**src/rtl/bcwp_pkg.sv**
```systemverilog
// Package for the battery charge window policy block.
// Holds the shared types, register index codes, reset values and field widths.
// No dependencies.
package bcwp_pkg;

    localparam int MV_W    = 16;
    localparam int TIME_W  = 48;
    localparam int LEN_W   = 32;
    localparam int STRK_W  = 4;
    localparam int CFG_W   = 32;
    localparam int IDX_W   = 3;
    localparam int IN_DATA_W  = 72;
    localparam int IN_USER_W  = 2;
    localparam int OUT_DATA_W = 8;

    localparam logic [MV_W-1:0]   START_LEVEL_RST  = 16'd3900;
    localparam logic [MV_W-1:0]   FORCE_LEVEL_RST  = 16'd4000;
    localparam logic [MV_W-1:0]   SAFETY_LEVEL_RST = 16'd3500;
    localparam logic [MV_W-1:0]   RESUME_LEVEL_RST = 16'd3800;
    localparam logic [LEN_W-1:0]  WINDOW_LEN_RST   = 32'd1200000;
    localparam logic [STRK_W-1:0] CONFIRM_RST      = 4'd3;
    localparam logic [STRK_W-1:0] STREAK_MAX       = 4'd15;

    typedef enum logic [1:0] {
        CMD_NONE    = 2'd0,
        CMD_ENABLE  = 2'd1,
        CMD_DISABLE = 2'd2
    } t_cmd;

    typedef enum logic [IDX_W-1:0] {
        REG_START_LEVEL  = 3'd0,
        REG_FORCE_LEVEL  = 3'd1,
        REG_SAFETY_LEVEL = 3'd2,
        REG_RESUME_LEVEL = 3'd3,
        REG_WINDOW_LEN   = 3'd4,
        REG_CONFIRM      = 3'd5
    } t_cfg_idx;

    typedef struct packed {
        logic [MV_W-1:0]   start_level_mv;
        logic [MV_W-1:0]   force_level_mv;
        logic [MV_W-1:0]   safety_level_mv;
        logic [MV_W-1:0]   resume_level_mv;
        logic [LEN_W-1:0]  window_length_ms;
        logic [STRK_W-1:0] confirm_count;
    } t_cfg;

    typedef struct packed {
        logic              mode;
        logic [MV_W-1:0]   battery_mv;
        logic              supply_present;
        logic              reading_valid;
        logic [TIME_W-1:0] now_ms;
    } t_item;

    typedef struct packed {
        t_cmd              charger_command;
        logic              window_active;
        logic              safety_active;
        logic [STRK_W-1:0] low_streak;
    } t_result;

endpackage

```
**src/rtl/bcwp_cfg_regs.sv**
```systemverilog
// Configuration register file of the battery charge window policy block.
// Depends on bcwp_pkg for the register codes, widths and reset values.
module bcwp_cfg_regs (
    input  logic                         i_clk,
    input  logic                         i_rst_n,
    input  logic                         i_cfg_we,
    input  logic [bcwp_pkg::IDX_W-1:0]   i_cfg_index,
    input  logic [bcwp_pkg::CFG_W-1:0]   i_cfg_data,
    output bcwp_pkg::t_cfg               o_cfg
);
    import bcwp_pkg::*;

    t_cfg r_cfg;

    always_ff @(posedge i_clk) begin
        if (!i_rst_n) begin
            r_cfg.start_level_mv   <= START_LEVEL_RST;
            r_cfg.force_level_mv   <= FORCE_LEVEL_RST;
            r_cfg.safety_level_mv  <= SAFETY_LEVEL_RST;
            r_cfg.resume_level_mv  <= RESUME_LEVEL_RST;
            r_cfg.window_length_ms <= WINDOW_LEN_RST;
            r_cfg.confirm_count    <= CONFIRM_RST;
        end else if (i_cfg_we) begin
            case (i_cfg_index)
                REG_START_LEVEL:  r_cfg.start_level_mv   <= i_cfg_data[MV_W-1:0];
                REG_FORCE_LEVEL:  r_cfg.force_level_mv   <= i_cfg_data[MV_W-1:0];
                REG_SAFETY_LEVEL: r_cfg.safety_level_mv  <= i_cfg_data[MV_W-1:0];
                REG_RESUME_LEVEL: r_cfg.resume_level_mv  <= i_cfg_data[MV_W-1:0];
                REG_WINDOW_LEN:   r_cfg.window_length_ms <= i_cfg_data[LEN_W-1:0];
                REG_CONFIRM:      r_cfg.confirm_count    <= i_cfg_data[STRK_W-1:0];
                default: ;
            endcase
        end
    end

    assign o_cfg = r_cfg;

endmodule

```
**src/rtl/bcwp_policy_core.sv**
```systemverilog
// Policy state and the combinational decision logic of the charge window policy.
// Depends on bcwp_pkg for the item, result and configuration types.
module bcwp_policy_core (
    input  logic              i_clk,
    input  logic              i_rst_n,
    input  logic              i_eval,
    input  bcwp_pkg::t_item   i_item,
    input  bcwp_pkg::t_cfg    i_cfg,
    output bcwp_pkg::t_result o_result
);
    import bcwp_pkg::*;

    logic              r_active;
    logic              r_safety;
    logic [TIME_W-1:0] r_win_start;
    logic [STRK_W-1:0] r_streak;

    logic              n_active;
    logic              n_safety;
    logic [TIME_W-1:0] n_win_start;
    logic [STRK_W-1:0] n_streak;

    logic [TIME_W-1:0] w_elapsed;
    logic [STRK_W-1:0] w_streak_inc;
    t_cmd              w_cmd;

    // Elapsed window time wraps with the timestamp.
    assign w_elapsed    = i_item.now_ms - r_win_start;
    assign w_streak_inc = (r_streak < STREAK_MAX) ? r_streak + 1'b1 : r_streak;

    always_comb begin
        n_active    = r_active;
        n_safety    = r_safety;
        n_win_start = r_win_start;
        n_streak    = r_streak;
        w_cmd       = CMD_NONE;
        if (i_item.reading_valid) begin
            if (i_item.supply_present && (i_item.battery_mv < i_cfg.force_level_mv)) begin
                n_active    = 1'b1;
                n_win_start = i_item.now_ms;
                n_safety    = 1'b0;
                w_cmd       = CMD_ENABLE;
            end else if (!i_item.mode) begin
                if (i_item.battery_mv < i_cfg.safety_level_mv) begin
                    n_safety    = 1'b1;
                    n_active    = 1'b1;
                    n_win_start = i_item.now_ms;
                    w_cmd       = CMD_ENABLE;
                end else if (i_item.battery_mv < i_cfg.start_level_mv) begin
                    n_active    = 1'b1;
                    n_win_start = i_item.now_ms;
                    w_cmd       = CMD_ENABLE;
                end else begin
                    n_active = 1'b0;
                    w_cmd    = CMD_DISABLE;
                end
            end else if (r_safety) begin
                if (i_item.battery_mv >= i_cfg.resume_level_mv) begin
                    n_safety    = 1'b0;
                    n_active    = 1'b1;
                    n_win_start = i_item.now_ms;
                end
            end else if (r_active) begin
                if (w_elapsed >= {{(TIME_W-LEN_W){1'b0}}, i_cfg.window_length_ms}) begin
                    n_active = 1'b0;
                    n_streak = '0;
                    w_cmd    = CMD_DISABLE;
                end
            end else if (i_item.battery_mv < i_cfg.safety_level_mv) begin
                n_safety    = 1'b1;
                n_active    = 1'b1;
                n_win_start = i_item.now_ms;
                w_cmd       = CMD_ENABLE;
            end else if (i_item.battery_mv < i_cfg.start_level_mv) begin
                n_streak = w_streak_inc;
                if (w_streak_inc >= i_cfg.confirm_count) begin
                    n_active    = 1'b1;
                    n_win_start = i_item.now_ms;
                    n_streak    = '0;
                    w_cmd       = CMD_ENABLE;
                end
            end else begin
                n_streak = '0;
            end
        end
    end

    always_ff @(posedge i_clk) begin
        if (!i_rst_n) begin
            r_active    <= 1'b0;
            r_safety    <= 1'b0;
            r_win_start <= '0;
            r_streak    <= '0;
        end else if (i_eval) begin
            r_active    <= n_active;
            r_safety    <= n_safety;
            r_win_start <= n_win_start;
            r_streak    <= n_streak;
        end
    end

    // Flags in the result show the state after the evaluation.
    assign o_result.charger_command = w_cmd;
    assign o_result.window_active   = n_active;
    assign o_result.safety_active   = n_safety;
    assign o_result.low_streak      = n_streak;

endmodule

```
**src/rtl/battery_charge_window_policy.sv**
```systemverilog
// Items pass through the input register and then the result register. Throughput: 1 item
// per cycle unless the result stream stalls; the policy state updates in the same cycle
// that a result is captured, so the next item in the input register already sees it.
// Reset (i_rst_n, synchronous, active low) clears both pipeline valids and the policy
// state, and loads the documented default configuration.
// Depends on bcwp_pkg, bcwp_cfg_regs and bcwp_policy_core.
module battery_charge_window_policy (
    input  logic                              i_clk,
    input  logic                              i_rst_n,
    // Configuration write port.
    input  logic                              i_cfg_we,
    input  logic [bcwp_pkg::IDX_W-1:0]        i_cfg_index,
    input  logic [bcwp_pkg::CFG_W-1:0]        i_cfg_data,
    // Evaluation stream in.
    input  logic                              i_s_axis_tvalid,
    output logic                              o_s_axis_tready,
    // tdata: battery_mv[15:0], supply_present[16], now_ms[64:17], zero fill[71:65]
    input  logic [bcwp_pkg::IN_DATA_W-1:0]    i_s_axis_tdata,
    // tuser: mode[0], reading_valid[1]
    input  logic [bcwp_pkg::IN_USER_W-1:0]    i_s_axis_tuser,
    // Result stream out.
    output logic                              o_m_axis_tvalid,
    input  logic                              i_m_axis_tready,
    // tdata: charger_command[1:0], window_active[2], safety_active[3], low_streak[7:4]
    output logic [bcwp_pkg::OUT_DATA_W-1:0]   o_m_axis_tdata
);
    import bcwp_pkg::*;

    t_cfg    w_cfg;
    t_item   w_item;
    t_result w_result;

    logic    r_in_valid;
    t_item   r_in_item;
    logic    r_out_valid;
    t_result r_out_result;

    logic    w_in_take;
    logic    w_out_load;

    bcwp_cfg_regs u_cfg (
        .i_clk       (i_clk),
        .i_rst_n     (i_rst_n),
        .i_cfg_we    (i_cfg_we),
        .i_cfg_index (i_cfg_index),
        .i_cfg_data  (i_cfg_data),
        .o_cfg       (w_cfg)
    );

    // Unpack the input transfer into the item fields.
    always_comb begin
        w_item.mode           = i_s_axis_tuser[0];
        w_item.reading_valid  = i_s_axis_tuser[1];
        w_item.battery_mv     = i_s_axis_tdata[15:0];
        w_item.supply_present = i_s_axis_tdata[16];
        w_item.now_ms         = i_s_axis_tdata[64:17];
    end

    // The held item moves on whenever the result register is empty or is being drained,
    // and the input register refills in that same cycle.
    assign w_out_load      = r_in_valid && (!r_out_valid || i_m_axis_tready);
    assign o_s_axis_tready = !r_in_valid || w_out_load;
    assign w_in_take       = i_s_axis_tvalid && o_s_axis_tready;

    always_ff @(posedge i_clk) begin
        if (!i_rst_n) begin
            r_in_valid <= 1'b0;
        end else if (o_s_axis_tready) begin
            r_in_valid <= i_s_axis_tvalid;
        end
    end

    always_ff @(posedge i_clk) begin
        if (w_in_take) begin
            r_in_item <= w_item;
        end
    end

    // The core commits its state exactly when the result of the held item is captured.
    bcwp_policy_core u_core (
        .i_clk    (i_clk),
        .i_rst_n  (i_rst_n),
        .i_eval   (w_out_load),
        .i_item   (r_in_item),
        .i_cfg    (w_cfg),
        .o_result (w_result)
    );

    always_ff @(posedge i_clk) begin
        if (!i_rst_n) begin
            r_out_valid <= 1'b0;
        end else if (w_out_load) begin
            r_out_valid <= 1'b1;
        end else if (i_m_axis_tready) begin
            r_out_valid <= 1'b0;
        end
    end

    always_ff @(posedge i_clk) begin
        if (w_out_load) begin
            r_out_result <= w_result;
        end
    end

    assign o_m_axis_tvalid = r_out_valid;
    assign o_m_axis_tdata  = {r_out_result.low_streak,
                              r_out_result.safety_active,
                              r_out_result.window_active,
                              r_out_result.charger_command};

endmodule

```
**config.mk**
```make
export PLATFORM = sky130hd
export DESIGN_NAME = battery_charge_window_policy
export DESIGN_NICKNAME = d
export VERILOG_FILES = /design/src/rtl/bcwp_pkg.sv /design/src/rtl/bcwp_cfg_regs.sv /design/src/rtl/bcwp_policy_core.sv /design/src/rtl/battery_charge_window_policy.sv
export SDC_FILE = /design/constraint.sdc
export NUM_CORES = 1
export LEC_CHECK = 0
export ABC_CLOCK_PERIOD_IN_PS = 7650
export BUFFER_PORTS_ARGS = -buffer_cell sky130_fd_sc_hd__buf_4
export CAP_MARGIN = 40
export CORE_AREA = 2 2 243 245
export DETAILED_ROUTE_END_ITERATION = 8
export DIE_AREA = 0 0 245 247
export HOLD_SLACK_MARGIN = 0.03
export PLACE_DENSITY = 0.4
export SYNTH_ARGS = -nofsm -noshare
export SYNTH_HDL_FRONTEND = slang
export SYNTH_HIERARCHICAL = 1
export SYNTH_SLANG_ARGS = --single-unit
```
**constraint.sdc**
```tcl
create_clock -name i_clk -period 7.65 [get_ports i_clk]
set_input_delay 0.765 -clock i_clk [delete_from_list [all_inputs] [get_ports i_clk]]
set_output_delay 0.765 -clock i_clk [all_outputs]
set_load 0.005 [all_outputs]
```
==> impl_metrics.csv <==
group,metric,value,unit
timing,final-max-slew-violation-count,0,
critical_path,worst_ep_required_time,8.09,ns
clocking,clockRootBuffer,"clkbuf_16",
timing,finalHoldViolCount,0,
clocking,cts_tree,"built",
cells_and_area,final_core_util,28.96,%
placement,routabilityCongestion,0.8421,
clocking,cts_htree_levels,1,
synthesis,syn-cell-area,0.01438,mm^2
placement,place_area,0.01593,mm^2
critical_path,crit_arrival,6.07,ns
cells_and_area,final_nets,1960,
synthesis,synth_edf_count,75,
cells_and_area,drive_gt1_share,11.73,%
cells_and_area,layout_common_cells,"214 x nand2_1, 165 x inv_1, 156 x dfxtp_1",
pwr,power_density,192.1,mW/mm^2
timing,tightest_slew,0.8912,ns
clocking,clock_latency,0.58,ns
die,top_level_ports,124,
grt,grt_max_degree,121,
grt,grt_pass1_vias,11430,
timing,rsz0062_at_grt,"no",
synthesis,avgSynthCellArea,8.830,um^2
synthesis,yosys_register_bits,231,
synthesis,netlist.area_leader.share,21.71,%
drt,avgViaCountPerCell,4.571,
synthesis,ys.flop_type,"dfxtp_1",
grt,grt_use_met1,18.02,%
die,die_width,245,um
die,fp.dieH,247,um
clocking,cts_num_sinks,231,
timing,slew_headroom,40.59,%
synthesis,synth.area.top_cells,"dfxtp_1 22%, edfxtp_1 16%, ha_1 13%",
drt,num_vias,11400,
critical_path,reg2regPathDepth,25,
cells_and_area,syn_to_final_growth,17.25,%
critical_path,start_kind,"register",
pwr,p_leak,0.006943,uW
cells_and_area,layout_commonest_cell,"nand2_1",
synthesis,synth-seq-area-share,37.37,%
critical_path,r2r_slack,2.02,ns
timing,setup_violations,0,
critical_path,worstSetupStartpoint,"r_in_item[0]$_DFFE_PP_",
cells_and_area,antenna_cells,0,
cells_and_area,fillers,6191,
critical_path,worstSetupEndpoint,"o_m_axis_tdata[7]$_DFFE_PP_",
die,die-area,0.06052,mm^2
cells_and_area,fin_area,0.01686,mm^2
grt,grt_antenna_before_repair,0,
timing,period_share,73.58,%
grt,met3_usage,1.910,%
clocking,clockBufferDepth,3,
flow_run,drv_cap,0,
placement,dp_hpwl,31950,um
synthesis,yosysTopAreaCell,"dfxtp_1",
critical_path,r2r_end,"o_m_axis_tdata[7]$_DFFE_PP_",
drt,firstDrtPassIters,5,
outcome,outcome,"finished clean",
clocking,clk_pin_slew,0.06,ns
clocking,cts-buffers-inserted,29,
synthesis,yosysUniqueCellTypes,82,
clocking,cts_hold_buf,0,
critical_path,end_kind,"register",
timing,max_freq,177.7,MHz
synthesis,ys_async_sr_fraction,0,%
synthesis,synthCells,1629,
grt,grt_pass1_wl,64340,um
die,start_util,24.70,%
timing,setup_tns,0,ns
grt,grt_busiest_layer,"met2",
timing,fin_skew,0.01332,ns
min_path,hp-class,"primary input to register",
drt,dr.first_iter.drc_count,674,
synthesis,syn_nets,1889,
drt,wl_per_cell,16.45,um
pwr,vdd_drop_max,0.1441,mV
clocking,post_cts_buffers,0,
die,core,0.05824,mm^2
timing,timing.final.crit_period,5.629,ns
drt,drcViolationCount,0,
critical_path,reg2reg_from,"r_in_item[0]$_DFFE_PP_",
grt,use_met2,22.69,%
grt,track_usage,13.50,%
drt,drt-total-wl,41050,um
critical_path,critPathMaxFanout,7,
die,core.rowCount,89,
drt,final_antenna_net_count,0,
grt,gr-total-overflow,0,
synthesis,yosysWarnings,6,
clocking,cts_resized,0,
placement,io_buffers,116,
critical_path,worstSetupPathType,"register to register",
==> worst min path at each step <==
stage / slack, ns / cells past startpoint / end / from
after floorplan: 0.43 / 2 / u_core/r_win_start[38]$_SDFFE_PN0P_ / u_core/r_win_start[38]$_SDFFE_PN0P_
after global placement: 0.44 / 2 / u_core/r_win_start[39]$_SDFFE_PN0P_ / u_core/r_win_start[39]$_SDFFE_PN0P_
after detailed placement: 0.44 / 2 / u_core/r_win_start[39]$_SDFFE_PN0P_ / u_core/r_win_start[39]$_SDFFE_PN0P_
after CTS: 0.32 / 1 / r_in_item[52]$_DFFE_PP_ / i_s_axis_tdata[2]
after global routing: 0.32 / 1 / r_in_item[52]$_DFFE_PP_ / i_s_axis_tdata[2]
final: 0.36 / 1 / r_in_item[52]$_DFFE_PP_ / i_s_axis_tdata[2]
==> flip-flops by register name, summed over array words and instances, names as in the netlist <==
| register | cells |
|---|---|
| u_cfg/o_cfg | 100 |
| r_in_item | 67 |
| u_core/r_win_start | 48 |
| o_m_axis_tdata | 8 |
| u_core/r_streak | 4 |
| o_m_axis_tvalid | 1 |
| r_in_valid | 1 |
| u_core/r_active | 1 |
| u_core/r_safety | 1 |
==> where the power goes <==
part | switching [uW] | total, uW | internal, uW
clock | 564 | 1350 | 785
sequential | 33.2 | 1350 | 1310
combinational | 323 | 543 | 221
total | 920 | 3240 | 2320
==> metal layers <==
metal	vias to the layer above	part of all wire, %
met5	-	0
li1	5869	-
met2	177	46
met3	52	3.7
met1	5306	48
met4	0	2.0
==> cells in the mapped netlist, types with 8 or more instances <==
cell type and instances:
nand2_1 214, inv_1 165, dfxtp_1 156, ha_1 145, o21ai_0 103, mux2i_1 102
a21oi_1 90, edfxtp_1 75, nand3_1 67, nor2b_1 61, nor2_1 49, clkbuf_1 45
nand4_1 37, a21o_1 34, buf_2 28, xnor2_1 24, nor3_1 22, xor2_1 17
a31oi_1 13, nand2b_1 13, buf_4 10, o21a_1 10, and3_1 9, o21ai_1 8
==> metrics by stage <==
| stage | total power, uW | instances | hold WS, ns | setup WS (ns) |
|---|---|---|---|---|
| global route | 3429 | 2495 | 0.3245 | 1.459 |
| finish | 3239 | 2495 | 0.3590 | 2.021 |
| detailed placement | 1923 | 2442 | 0.4417 | 1.861 |
| CTS | 3311 | 2495 | 0.3155 | 1.853 |
| global placement | 1916 | 2438 | 0.4393 | 1.965 |
| floorplan | 1732 | 1629 | 0.4284 | 2.998 |
==> logic make-up after synthesis <==
family	count (synthesis)	synth area share, %
AOI/OAI and AO/OA	337	14.76
xor gates and xnor gates	41	2.496
adders and majority gates	146	12.75
buffers and inverters	251	7.272
DFF	231	37.37
muxes	106	7.411
and+or+nand+nor	517	17.94
==> critical path, stage by stage (launching register included) <==
cell and delay [ns]:
edfxtp_1 0.38, inv_1 0.08, ha_1 0.15, inv_1 0.05, fa_1 0.40, a21o_1 0.19
a221o_1 0.40, nand4_2 0.17, a21boi_2 0.10, nor2_1 0.18, o21ai_0 0.18, a21oi_1 0.27
nor2_1 0.07, nor2_1 0.19, xnor2_1 0.15, ha_1 0.26, nand4_1 0.12, nor3_1 0.06
a221oi_1 0.30, o311ai_0 0.18, nor4_1 0.33, o2111ai_1 0.16, nor4_1 0.18, o2111ai_1 0.24
nor2b_1 0.50, a21o_1 0.20
==> layout make-up <==
cell class	count	area, um^2	area share, %
clock inverters	17	160.2	0.9496
well taps	773	967.2	5.735
repair buffers	126	982.2	5.824
multi-input cells	1147	7989	47.37
flip-flops and latches	231	5375	31.87
inverters	165	619.3	3.672
clock buffers	36	772.0	4.577
Note: power is estimated with default switching activity, not from simulation.
